==> src/rtl/dbl_pkg.sv <==
package dbl_pkg;

	// field widths fixed by the interface
	localparam int OP_W       = 2;
	localparam int IDX_W      = 2;
	localparam int DUR_W      = 16;
	localparam int CFG_W      = 16;
	localparam int CFG_ADDR_W = 4;

	// operation codes as they arrive on the input channel
	localparam logic [OP_W-1:0] OPC_TICK = 2'd0;
	localparam logic [OP_W-1:0] OPC_READ = 2'd1;
	localparam logic [OP_W-1:0] OPC_BEEP = 2'd2;

	// configuration register indexes
	localparam logic [CFG_ADDR_W-1:0] CFG_DEBOUNCE = 4'd0;
	localparam logic [CFG_ADDR_W-1:0] CFG_LONG     = 4'd1;

	// configuration reset values
	localparam logic [CFG_W-1:0] DEBOUNCE_RESET = 16'd50;
	localparam logic [CFG_W-1:0] LONG_RESET     = 16'd800;

	// classified operation handed from front to back
	typedef enum logic [1:0] {
		OP_TICK,
		OP_READ,
		OP_BEEP,
		OP_NOP
	} op_t;

	// pending press code
	typedef enum logic [1:0] {
		PRESS_NONE  = 2'd0,
		PRESS_SHORT = 2'd1,
		PRESS_LONG  = 2'd2
	} press_t;

	typedef struct packed {
		op_t              op;
		logic [IDX_W-1:0] idx;
	} cmd_t;

	localparam int CMD_W = $bits(cmd_t);

endpackage

==> src/rtl/dbl_front.sv <==
module dbl_front #(
	parameter int NUM_BUTTONS = 3,
	parameter int COUNT_WIDTH = 16
) (
	input  logic [dbl_pkg::OP_W-1:0]  operation,
	input  logic [dbl_pkg::IDX_W-1:0] button_index,
	input  logic [dbl_pkg::DUR_W-1:0] beep_duration,
	output dbl_pkg::cmd_t             cmd,
	output logic [COUNT_WIDTH-1:0]    dur
);
	import dbl_pkg::*;

	localparam int CMP_W = (COUNT_WIDTH > DUR_W) ? COUNT_WIDTH : DUR_W;
	localparam logic [CMP_W-1:0] DUR_LIMIT = CMP_W'({COUNT_WIDTH{1'b1}});

	logic [CMP_W-1:0] dur_wide;

	// classify the operation; a read of a missing button does nothing
	always_comb begin
		cmd.idx = button_index;
		unique case (operation)
			OPC_TICK: cmd.op = OP_TICK;
			OPC_READ: cmd.op = (int'(button_index) < NUM_BUTTONS) ? OP_READ : OP_NOP;
			OPC_BEEP: cmd.op = OP_BEEP;
			default:  cmd.op = OP_NOP;
		endcase
	end

	// clamp the beep duration to the counter range
	assign dur_wide = CMP_W'(beep_duration);
	assign dur      = (dur_wide > DUR_LIMIT) ? COUNT_WIDTH'(DUR_LIMIT)
	                                         : COUNT_WIDTH'(dur_wide);

endmodule

==> src/rtl/dbl_queue.sv <==
module dbl_queue #(
	parameter int DATA_W = 8
) (
	input  logic              clk,
	input  logic              arst_n,
	input  logic              push_valid,
	output logic              push_ready,
	input  logic [DATA_W-1:0] push_data,
	output logic              pop_valid,
	input  logic              pop_ready,
	output logic [DATA_W-1:0] pop_data
);
	logic [DATA_W-1:0] slot_q [2];
	logic              wr_ptr_q;
	logic              rd_ptr_q;
	logic [1:0]        count_q;
	logic              push;
	logic              pop;

	assign push_ready = (count_q != 2'd2);
	assign pop_valid  = (count_q != 2'd0);
	assign pop_data   = slot_q[rd_ptr_q];
	assign push       = push_valid && push_ready;
	assign pop        = pop_valid && pop_ready;

	// two-entry ring
	always_ff @(posedge clk or negedge arst_n) begin
		if (!arst_n) begin
			wr_ptr_q <= 1'b0;
			rd_ptr_q <= 1'b0;
			count_q  <= 2'd0;
		end else begin
			if (push) begin
				wr_ptr_q <= ~wr_ptr_q;
			end
			if (pop) begin
				rd_ptr_q <= ~rd_ptr_q;
			end
			if (push && !pop) begin
				count_q <= count_q + 2'd1;
			end else if (pop && !push) begin
				count_q <= count_q - 2'd1;
			end
		end
	end

	// storage, no reset needed
	always_ff @(posedge clk) begin
		if (push) begin
			slot_q[wr_ptr_q] <= push_data;
		end
	end

endmodule

==> src/rtl/dbl_back.sv <==
module dbl_back #(
	parameter int NUM_BUTTONS = 3,
	parameter int COUNT_WIDTH = 16
) (
	input  logic                           clk,
	input  logic                           arst_n,
	input  logic                           cfg_valid,
	input  logic [dbl_pkg::CFG_ADDR_W-1:0] cfg_index,
	input  logic [dbl_pkg::CFG_W-1:0]      cfg_data,
	input  logic                           q_valid,
	output logic                           q_ready,
	input  dbl_pkg::cmd_t                  q_cmd,
	input  logic [NUM_BUTTONS-1:0]         q_levels,
	input  logic [COUNT_WIDTH-1:0]         q_dur,
	output logic                           out_valid,
	input  logic                           out_ready,
	output logic [1:0]                     press_kind,
	output logic                           buzzer_level
);
	import dbl_pkg::*;

	localparam int CMP_W = (COUNT_WIDTH > CFG_W) ? COUNT_WIDTH : CFG_W;
	localparam logic [COUNT_WIDTH-1:0] CNT_MAX = '1;

	logic [CFG_W-1:0]       debounce_q;
	logic [CFG_W-1:0]       long_q;
	logic [NUM_BUTTONS-1:0] last_q;
	logic [NUM_BUTTONS-1:0] held_q;
	logic [COUNT_WIDTH-1:0] quiet_q [NUM_BUTTONS];
	logic [COUNT_WIDTH-1:0] hold_q  [NUM_BUTTONS];
	press_t                 pend_q  [NUM_BUTTONS];
	logic                   active_q;
	logic [COUNT_WIDTH-1:0] remain_q;
	logic                   out_valid_q;
	logic [1:0]             kind_q;
	logic                   buzz_q;

	logic [COUNT_WIDTH-1:0] hold_inc  [NUM_BUTTONS];
	logic [COUNT_WIDTH-1:0] quiet_inc [NUM_BUTTONS];
	logic [NUM_BUTTONS-1:0] long_ok;
	logic [NUM_BUTTONS-1:0] start_hold;
	logic [NUM_BUTTONS-1:0] release_hit;
	logic [NUM_BUTTONS-1:0] sel;
	logic [COUNT_WIDTH-1:0] remain_dec;
	logic                   pop;
	logic                   buzz_nx;
	logic [1:0]             kind_nx;

	assign pop     = q_valid && q_ready;
	assign q_ready = !out_valid_q || out_ready;

	// configuration registers
	always_ff @(posedge clk or negedge arst_n) begin
		if (!arst_n) begin
			debounce_q <= DEBOUNCE_RESET;
			long_q     <= LONG_RESET;
		end else if (cfg_valid) begin
			unique case (cfg_index)
				CFG_DEBOUNCE: debounce_q <= cfg_data;
				CFG_LONG:     long_q     <= cfg_data;
				default:      ;
			endcase
		end
	end

	// per-button tick update, all buttons in parallel
	always_comb begin
		for (int i = 0; i < NUM_BUTTONS; i++) begin
			hold_inc[i]  = (held_q[i] && hold_q[i] != CNT_MAX) ? hold_q[i] + 1'b1
			                                                   : hold_q[i];
			quiet_inc[i] = (q_levels[i] != last_q[i]) ? '0 :
			               (quiet_q[i] == CNT_MAX) ? CNT_MAX : quiet_q[i] + 1'b1;
			long_ok[i]   = CMP_W'(hold_inc[i]) >= CMP_W'(long_q);
			start_hold[i]  = (CMP_W'(quiet_inc[i]) >= CMP_W'(debounce_q))
			                 && !q_levels[i] && !held_q[i];
			release_hit[i] = (CMP_W'(quiet_inc[i]) >= CMP_W'(debounce_q))
			                 && q_levels[i] && held_q[i];
			sel[i] = (int'(q_cmd.idx) == i);
		end
	end

	// buzzer countdown and read result
	assign remain_dec = (remain_q != '0) ? remain_q - 1'b1 : remain_q;

	always_comb begin
		kind_nx = 2'd0;
		unique case (q_cmd.op)
			OP_TICK: buzz_nx = active_q && (remain_dec != '0);
			OP_BEEP: buzz_nx = 1'b1;
			default: buzz_nx = active_q;
		endcase
		for (int i = 0; i < NUM_BUTTONS; i++) begin
			if (q_cmd.op == OP_READ && sel[i]) begin
				kind_nx = kind_nx | pend_q[i];
			end
		end
	end

	// button state
	always_ff @(posedge clk or negedge arst_n) begin
		if (!arst_n) begin
			last_q <= '1;
			held_q <= '0;
			for (int i = 0; i < NUM_BUTTONS; i++) begin
				quiet_q[i] <= CNT_MAX;
				hold_q[i]  <= '0;
				pend_q[i]  <= PRESS_NONE;
			end
		end else if (pop) begin
			for (int i = 0; i < NUM_BUTTONS; i++) begin
				if (q_cmd.op == OP_TICK) begin
					last_q[i]  <= q_levels[i];
					quiet_q[i] <= quiet_inc[i];
					hold_q[i]  <= start_hold[i] ? '0 : hold_inc[i];
					held_q[i]  <= start_hold[i] || (held_q[i] && !release_hit[i]);
					if (release_hit[i]) begin
						pend_q[i] <= long_ok[i] ? PRESS_LONG : PRESS_SHORT;
					end
				end else if (q_cmd.op == OP_READ && sel[i]) begin
					pend_q[i] <= PRESS_NONE;
				end
			end
		end
	end

	// buzzer state
	always_ff @(posedge clk or negedge arst_n) begin
		if (!arst_n) begin
			active_q <= 1'b0;
			remain_q <= '0;
		end else if (pop) begin
			active_q <= buzz_nx;
			if (q_cmd.op == OP_BEEP) begin
				remain_q <= q_dur;
			end else if (q_cmd.op == OP_TICK && active_q) begin
				remain_q <= remain_dec;
			end
		end
	end

	// output register
	always_ff @(posedge clk or negedge arst_n) begin
		if (!arst_n) begin
			out_valid_q <= 1'b0;
		end else if (q_ready) begin
			out_valid_q <= q_valid;
		end
	end

	always_ff @(posedge clk) begin
		if (pop) begin
			kind_q <= kind_nx;
			buzz_q <= buzz_nx;
		end
	end

	assign out_valid    = out_valid_q;
	assign press_kind   = kind_q;
	assign buzzer_level = buzz_q;

endmodule

==> src/rtl/button_debounce_long_press.sv <==
// Debouncer with long-press detection for NUM_BUTTONS active-low buttons and a
// buzzer with timed auto-off. Each input item is a tick carrying sampled pin
// levels, a read-and-clear of one button's pending press (0 none, 1 short,
// 2 long), or a beep start; every item returns exactly one result with the
// press code (reads only, else 0) and the buzzer level after the item. Time is
// counted in ticks. The block takes one item per clock cycle and returns one
// result per cycle while out_ready stays high; results pass through the
// two-entry queue and the output register. Configuration (debounce and
// long-press tick counts) is always ready and should be written while idle.
module button_debounce_long_press #(
	parameter int NUM_BUTTONS = 3,
	parameter int COUNT_WIDTH = 16
) (
	input  logic                           clk,
	input  logic                           arst_n,
	input  logic                           in_valid,
	output logic                           in_ready,
	input  logic [dbl_pkg::OP_W-1:0]       operation,
	input  logic [NUM_BUTTONS-1:0]         raw_levels,
	input  logic [dbl_pkg::IDX_W-1:0]      button_index,
	input  logic [dbl_pkg::DUR_W-1:0]      beep_duration,
	output logic                           out_valid,
	input  logic                           out_ready,
	output logic [1:0]                     press_kind,
	output logic                           buzzer_level,
	input  logic                           cfg_valid,
	output logic                           cfg_ready,
	input  logic [dbl_pkg::CFG_ADDR_W-1:0] cfg_index,
	input  logic [dbl_pkg::CFG_W-1:0]      cfg_data
);
	import dbl_pkg::*;

	localparam int Q_W = CMD_W + NUM_BUTTONS + COUNT_WIDTH;

	cmd_t                   f_cmd;
	logic [COUNT_WIDTH-1:0] f_dur;
	logic [Q_W-1:0]         q_data;
	logic                   q_valid;
	logic                   q_ready;
	cmd_t                   q_cmd;
	logic [NUM_BUTTONS-1:0] q_levels;
	logic [COUNT_WIDTH-1:0] q_dur;

	assign cfg_ready = 1'b1;

	// classify incoming items
	dbl_front #(
		.NUM_BUTTONS(NUM_BUTTONS),
		.COUNT_WIDTH(COUNT_WIDTH)
	) u_front (
		.operation    (operation),
		.button_index (button_index),
		.beep_duration(beep_duration),
		.cmd          (f_cmd),
		.dur          (f_dur)
	);

	// decoupling queue
	dbl_queue #(
		.DATA_W(Q_W)
	) u_queue (
		.clk       (clk),
		.arst_n    (arst_n),
		.push_valid(in_valid),
		.push_ready(in_ready),
		.push_data ({f_cmd, raw_levels, f_dur}),
		.pop_valid (q_valid),
		.pop_ready (q_ready),
		.pop_data  (q_data)
	);

	assign {q_cmd, q_levels, q_dur} = q_data;

	// execute items on button and buzzer state
	dbl_back #(
		.NUM_BUTTONS(NUM_BUTTONS),
		.COUNT_WIDTH(COUNT_WIDTH)
	) u_back (
		.clk         (clk),
		.arst_n      (arst_n),
		.cfg_valid   (cfg_valid),
		.cfg_index   (cfg_index),
		.cfg_data    (cfg_data),
		.q_valid     (q_valid),
		.q_ready     (q_ready),
		.q_cmd       (q_cmd),
		.q_levels    (q_levels),
		.q_dur       (q_dur),
		.out_valid   (out_valid),
		.out_ready   (out_ready),
		.press_kind  (press_kind),
		.buzzer_level(buzzer_level)
	);

	// an empty queue always takes an item
	a_ready_when_empty: assert property (@(posedge clk) disable iff (!arst_n)
		!in_ready |-> q_valid)
		else $error("input stalled with empty queue");

	// every item leaving the queue shows up as a result
	a_pop_gives_result: assert property (@(posedge clk) disable iff (!arst_n)
		(q_valid && q_ready) |=> out_valid)
		else $error("popped item produced no result");

	// a taken result with nothing behind it leaves the output empty
	a_drain: assert property (@(posedge clk) disable iff (!arst_n)
		(out_valid && out_ready && !q_valid) |=> !out_valid)
		else $error("result repeated");

	// press code never takes the unused value
	a_kind_range: assert property (@(posedge clk) disable iff (!arst_n)
		out_valid |-> (press_kind != 2'd3))
		else $error("bad press code");

endmodule
==> config.mk <==
export PLATFORM = sky130hd
export DESIGN_NAME = button_debounce_long_press
export DESIGN_NICKNAME = d
export VERILOG_FILES = /design/src/rtl/dbl_pkg.sv /design/src/rtl/dbl_front.sv /design/src/rtl/dbl_queue.sv /design/src/rtl/dbl_back.sv /design/src/rtl/button_debounce_long_press.sv
export SDC_FILE = /design/constraint.sdc
export NUM_CORES = 1
export LEC_CHECK = 0
export ABC_AREA = 1
export BUFFER_PORTS_ARGS = -buffer_cell sky130_fd_sc_hd__buf_2
export CORE_UTILIZATION = 55
export DETAILED_ROUTE_END_ITERATION = 12
export HOLD_SLACK_MARGIN = 0.02
export PLACE_DENSITY = 0.72
export RECOVER_POWER = 50
export SETUP_SLACK_MARGIN = 0.1
export SYNTH_ARGS = -nofsm -noshare
export SYNTH_HDL_FRONTEND = slang
export SYNTH_SLANG_ARGS = --single-unit
==> constraint.sdc <==
create_clock -name clk -period 4.4 [get_ports clk]
set_clock_uncertainty 0.1 [all_clocks]
set_input_delay 0.44 -clock clk [delete_from_list [all_inputs] [get_ports clk]]
set_output_delay 0.44 -clock clk [all_outputs]
set_load 0.005 [all_outputs]
Yosys cells after proc, flatten, opt, wreduce, memory -nomap -nowiden
Memories as Yosys holds them, arrays and structs flattened.
Cells that the tools add are included.
{"block": "word_totals", "reg_bits": 165, "latchBits": 0, "mem_bits_rw": 46, "mem_bits_ro": 0, "elab_cells": 163, "mem_count": 1}
{"block": "classes", "n_addsub": 9, "n_mul": 0, "n_div": 0, "n_lt_le_gt_ge": 8, "n_eq_ne": 20, "shift": 0, "muxes": 38, "bitwise": 4, "reduce_logical": 62}
{"name": "u_queue.slot_q", "depth": 2, "word_bits": 23, "rd": 1, "rd_ports_with_merged_regs": 0, "wr": 1, "line": "dbl_queue.sv:13", "text": "logic [DATA_W-1:0] slot_q [2];"}
{"op": "two-way mux 16 bit", "count": 16}
{"op": "adder 16 x 1 -> 16 bit (second input constant)", "count": 6}
{"op": ">= comparator 16 bit", "count": 6}
{"op": "== test 16 bit (second input constant)", "count": 3}
{"op": "!= test 16 bit (second input constant)", "count": 3}
{"op": "two-way mux 2 bit", "count": 18}
{"op": "nonzero test 16 bit", "count": 2}
{"op": "logical AND 1 bit", "count": 27}
{"op": "greater-than comparator 16 bit (second input constant)", "count": 1}
{"op": "subtractor 16 x 1 -> 16 bit (second input constant)", "count": 1}
{"op": "logical NOT 1 bit", "count": 12}
{"op": "nonzero test 2 bit", "count": 6}
{"op": "AND reduction 3 bit", "count": 3}
{"op": "== test 2 bit (second input constant)", "count": 4}
{"op": "AND reduction 2 bit", "count": 4}
{"op": "logical NOT 2 bit", "count": 3}
{"op": "!= test 2 x 1 -> 1 bit (second input constant)", "count": 3}
{"op": "one-hot mux 2 bit (3 select lines)", "count": 1}
{"op": "== test 2 x 1 -> 1 bit (second input constant)", "count": 2}
{"op": "== test 4 x 1 -> 1 bit (second input constant)", "count": 1}
{"op": "logical NOT 4 bit", "count": 1}
{"op": "logical OR 1 bit", "count": 4}
{"op": "OR 2 bit", "count": 2}
{"op": "!= test 1 bit", "count": 3}
{"op": "7 further kinds", "count": 9}

Depth between registers and ports, before layout
{"block": "logic_depth", "word_depth": 9, "mapped_depth": 23}

By module
Synthesis repeated with hierarchy kept, for this count alone.
{"block": "unflattened", "hier_cells": 1777, "area_unflattened_um2": 14036.0}
{"mod": "dbl_back", "instances": 1, "cells_per_inst": 1604, "area_each_um2": 11908.9}
{"mod": "dbl_queue", "instances": 1, "cells_per_inst": 149, "area_each_um2": 1964.4}
{"mod": "dbl_front", "instances": 1, "cells_per_inst": 22, "area_each_um2": 151.4}
{"mod": "button_debounce_long_press", "instances": 1, "cells_per_inst": 2, "area_each_um2": 11.3}

Least setup slack after synthesis
OpenSTA, ideal clock, no wires.
{"block": "synth_path", "path_type": "reg2reg", "from": "reg u_back.quiet_q[16] (netlist name)", "to": "reg u_back.hold_q[22] (netlist name)", "setup_ns": 0.127, "arrival_ns": 2.985, "required_time_ns": 4.173, "setup_slack_ns": 1.188, "stages_incl_launch_ff": 20, "path_cell_list": "dfstp_2 ha_1 nand3_1 nor2_2 nand3_2 nor2_1 nand4_1 nand2_1 nand3_1 nand2_1 inv_1 ha_1 nand2_1 nor4_1 nand3_1 nand3_1 nand3_1 buf_2 nand3_1 o21ai_0"}
{"item": "from (decl)", "line": "dbl_back.sv:29", "text": "logic [COUNT_WIDTH-1:0] quiet_q [NUM_BUTTONS];"}
{"item": "from (signal, indexed assignment)", "line": "dbl_back.sv:113", "text": "quiet_q[i] <= quiet_inc[i];"}
{"item": "to (signal, indexed assignment)", "line": "dbl_back.sv:114", "text": "hold_q[i] <= start_hold[i] ? '0 : hold_inc[i];"}
{"item": "to (decl)", "line": "dbl_back.sv:30", "text": "logic [COUNT_WIDTH-1:0] hold_q [NUM_BUTTONS];"}

==> impl_metrics.tcl <==
set metrics [dict create \
    status "finished with violations" \
    violations "capacitance limit, slew limit" \
    multi_input_area_sq_um 7210 \
    period_share_pct 89.4 \
    finalMaxSlewViolations 99 \
    dp_hpwl_mm 24.3 \
    fin_setup_tns_ns 0 \
    area_growth_syn_to_layout_pct 10.8 \
    num_rows 58 \
    syn_area_sq_um 14100 \
    synthTopCellsByArea "dfrtp_1 (19%), nand2_1 (14%), dfstp_2 (11%)" \
    cts_tree "done" \
    ioPinCount 54 \
    ys_types 53 \
    min_period_ns 3.93 \
    synth_nets 1992 \
    start_kind "flip-flop" \
    grt_util_all_layers_pct 26.4 \
    hold_violations 0 \
    final_common_cell "nand2_1" \
    first_global_vias 11600 \
    yosys_warnings 0 \
    core_sq_um 25200 \
    vdd_drop_max_v 0.000428 \
    clkPwrFrac_pct 20.6 \
    rsz0062_at_grt "no" \
    drive_above_1_share_pct 10.8 \
    clk_latency_ns 0.53 \
    clock.fmax_mhz 254 \
    wl_per_cell_microns 14.9 \
    synth_seq_cells 211 \
    syn_avg_cell_area_sq_um 7.66 \
    synth_cells 1839 \
    path_max_fanout 15 \
    required_ns 4.75 \
    drtAntennaViolNets 0 \
    initial_core_util_pct 55.9 \
    hold_end "u_back.long_q[8]$_DFFE_PN1P_" \
    switchingPower_mw 4.43 \
    p_int_mw 5.54 \
    seqCellArea_sq_um 5600 \
    critPathArrivalTime_ns 4.28 \
    finalSetupViolations 0 \
    total_leakage_power_nw 7.61 \
    ys_seq_area_share_pct 39.7 \
    routed_wl_mm 33.6 \
    async_flop_share_pct 76.8 \
    grt_pass1_wl_mm 56.2 \
    fin_area_sq_um 15600 \
    power.density_nw_per_um2 639 \
    synth_flop_cell "dfrtp_1" \
    grt_antenna_before_repair 0 \
    die_x_microns 162 \
    cap_violations 1 \
    grt_max_degree 99 \
    reg2reg_depth 19 \
    cts_buffer_depth 3 \
    fillers 2219 \
    hold_path.class "in2reg" \
    reg2reg_from "u_back.quiet_q[32]$_DFFE_PN1P_" \
    die_area_sq_um 26300 \
    pwr-share-comb_pct 45.6 \
    cts_num_sinks 211 \
    gp_congestion 0.911 \
    timing.reg2reg.setup_slack_ns 0.47 \
    layout_common_cells "nand2_1 (512), inv_1 (258), o21ai_0 (148), nand3_1 (123), nor2_1 (118)" \
    viasPerCell 5.33 \
    io_buffer_count 52 \
    swShare_pct 44.4 \
    vias 12000 \
    min_path_cells 3 \
    dpl-instance-area_sq_um 14600 \
    crit_path_end_kind "flip-flop" \
    p_seq_share_pct 33.8 \
    diodes 0 \
    grt_overflow 0 \
    cts_max_level 1 \
    r2r-end "u_back.hold_q[32]$_DFFE_PN0P_" \
    min_from "cfg_data[8]" \
    synth_top_area_share_pct 18.7 \
    cts_inserted_buffers 24 \
    first_pass_iters 5 \
    synth_area_leader_cell "dfrtp_1" \
    maxSlewHeadroom_pct -64.7 \
    route.detailed.drc 0 \
    max_slew.worst_pin.slew_ns 2.47 \
    layout.nets 2059 \
    critical_path_class "reg2reg" \
    synth_edf_count 49 \
    drt_iter0_markers 918 \
    die_y_microns 162 \
    clkTransAtPathRegs_ns 0.07 \
    cts_root_buffer "clkbuf_16" \
]
[cell usage after synthesis, types with 7 or more instances]
library cell and n:
nand4_1 19, clkbuf_1 16, buf_2 20, nand3_2 8, buf_6 7, nand2_1 512, ha_1 105, nor2_1 120
xor2_1 57, o21ai_1 35, dfrtp_1 105, inv_1 256, dfstp_2 57, nand3_1 123, a21oi_2 8, edfxtp_1 49
inv_2 9, nand2_2 9, o21ai_0 148, a21oi_1 72, nor3_1 27, xnor2_1 7
[critical path, cell delays in order (launching register included)]
cell     delay [ns]
dfstp_2        0.55
ha_1           0.21
nand3_2        0.11
nor2_2         0.15
nand2_2        0.10
nor3_4         0.22
nand4_2        0.37
inv_1          0.23
nor2_1         0.06
nor2_1         0.25
ha_1           0.30
nand2_1        0.09
nor2_1         0.05
nor3_1         0.16
nand2_1        0.08
nand2_1        0.06
nand3_1        0.17
nand3_1        0.16
nand2_2        0.21
o21ai_0        0.22
[layout make-up]
class                   count  share of cell area, %
inverters                 265                   6.37
flip-flops and latches    211                   35.9
clock buffers              27                   4.18
clock inverters            17                   1.06
multi-input cells        1313                   46.2
well taps                 330                   2.65
repair buffers             91                   3.70
[power groups by stage]
stage	Clock [mW]	Sequential (mW)	Combinational [mW]
finish	2.05	3.37	4.55
global placement	0	3.36	4.36
detailed placement	0	3.37	4.51
global route	2.16	3.46	5.24
CTS	2.08	3.35	4.56
floorplan	0	3.21	3.53
[flip-flops by register name, indices dropped and copies added (netlist names)]
signal,cells
u_back.hold_q,48
u_back.quiet_q,48
u_queue.slot_q,46
u_back.debounce_q,16
u_back.long_q,16
u_back.remain_q,16
u_back.pend_q,6
u_back.held_q,3
u_back.last_q,3
u_back.press_kind,2
u_queue.count_q,2
u_back.active_q,1
u_back.buzzer_level,1
u_back.out_valid,1
u_queue.rd_ptr_q,1
u_queue.wr_ptr_q,1
[worst max path at each step]
stage / depth (start not counted) / slack, ns / to / start
after CTS: 19 / 0.47 / u_back.hold_q[33]$_DFFE_PN0P_ / u_back.quiet_q[32]$_DFFE_PN1P_
after global routing: 19 / 0.11 / u_back.hold_q[47]$_DFFE_PN0P_ / u_back.quiet_q[32]$_DFFE_PN1P_
after global placement: 19 / 0.59 / u_back.hold_q[35]$_DFFE_PN0P_ / u_back.quiet_q[32]$_DFFE_PN1P_
final: 19 / 0.47 / u_back.hold_q[32]$_DFFE_PN0P_ / u_back.quiet_q[32]$_DFFE_PN1P_
after detailed placement: 19 / 0.47 / u_back.hold_q[47]$_DFFE_PN0P_ / u_back.quiet_q[32]$_DFFE_PN1P_
after floorplan: 19 / 1.19 / u_back.hold_q[22]$_DFFE_PN0P_ / u_back.quiet_q[16]$_DFFE_PN1P_
[kinds of logic after synthesis]
group,synth area share (%)
adders and majority gates,9.33
AOI/OAI and AO/OA,10.9
muxes,0.622
buffers and inverters,9.12
xor gates and xnor gates,4.64
DFF,39.7
and+or+nand+nor,25.6
other,0.0266
[routing by layer]
metal | share of wire [%] | global-route usage [%] | routed length [microns] | up-vias
met2 | 48 | 44.9 | 16000 | 270
met4 | 3.5 | 8.92 | 1170 | 0
li1 | - | - | - | 6090
met3 | 4.3 | 3.35 | 1440 | 78
met1 | 45 | 34.7 | 15000 | 5582
met5 | 0 | 0 | 0 | -
[what timing repair did]
action                                 in CTS  in global routing
resized for setup                           0                  0
endpoints found under the hold margin      99                  0
setup buffers                               0                  2
hold buffers                               24                  0
setup endpoints to repair                   0                  7
[metrics by stage]
step	total power, mW	cells	hold WS, ns	worst slack, ns	util, %
floorplan	6.74	1839	0.0444	1.19	-
global placement	7.72	2184	0.360	0.591	57.9
detailed placement	7.88	2184	0.370	0.472	57.9
CTS	10.0	2252	0.0501	0.465	62.1
global route	10.9	2254	0.0560	0.108	62.0
finish	9.97	2254	0.0713	0.468	62.0
Power figures use the tool's default switching activity.
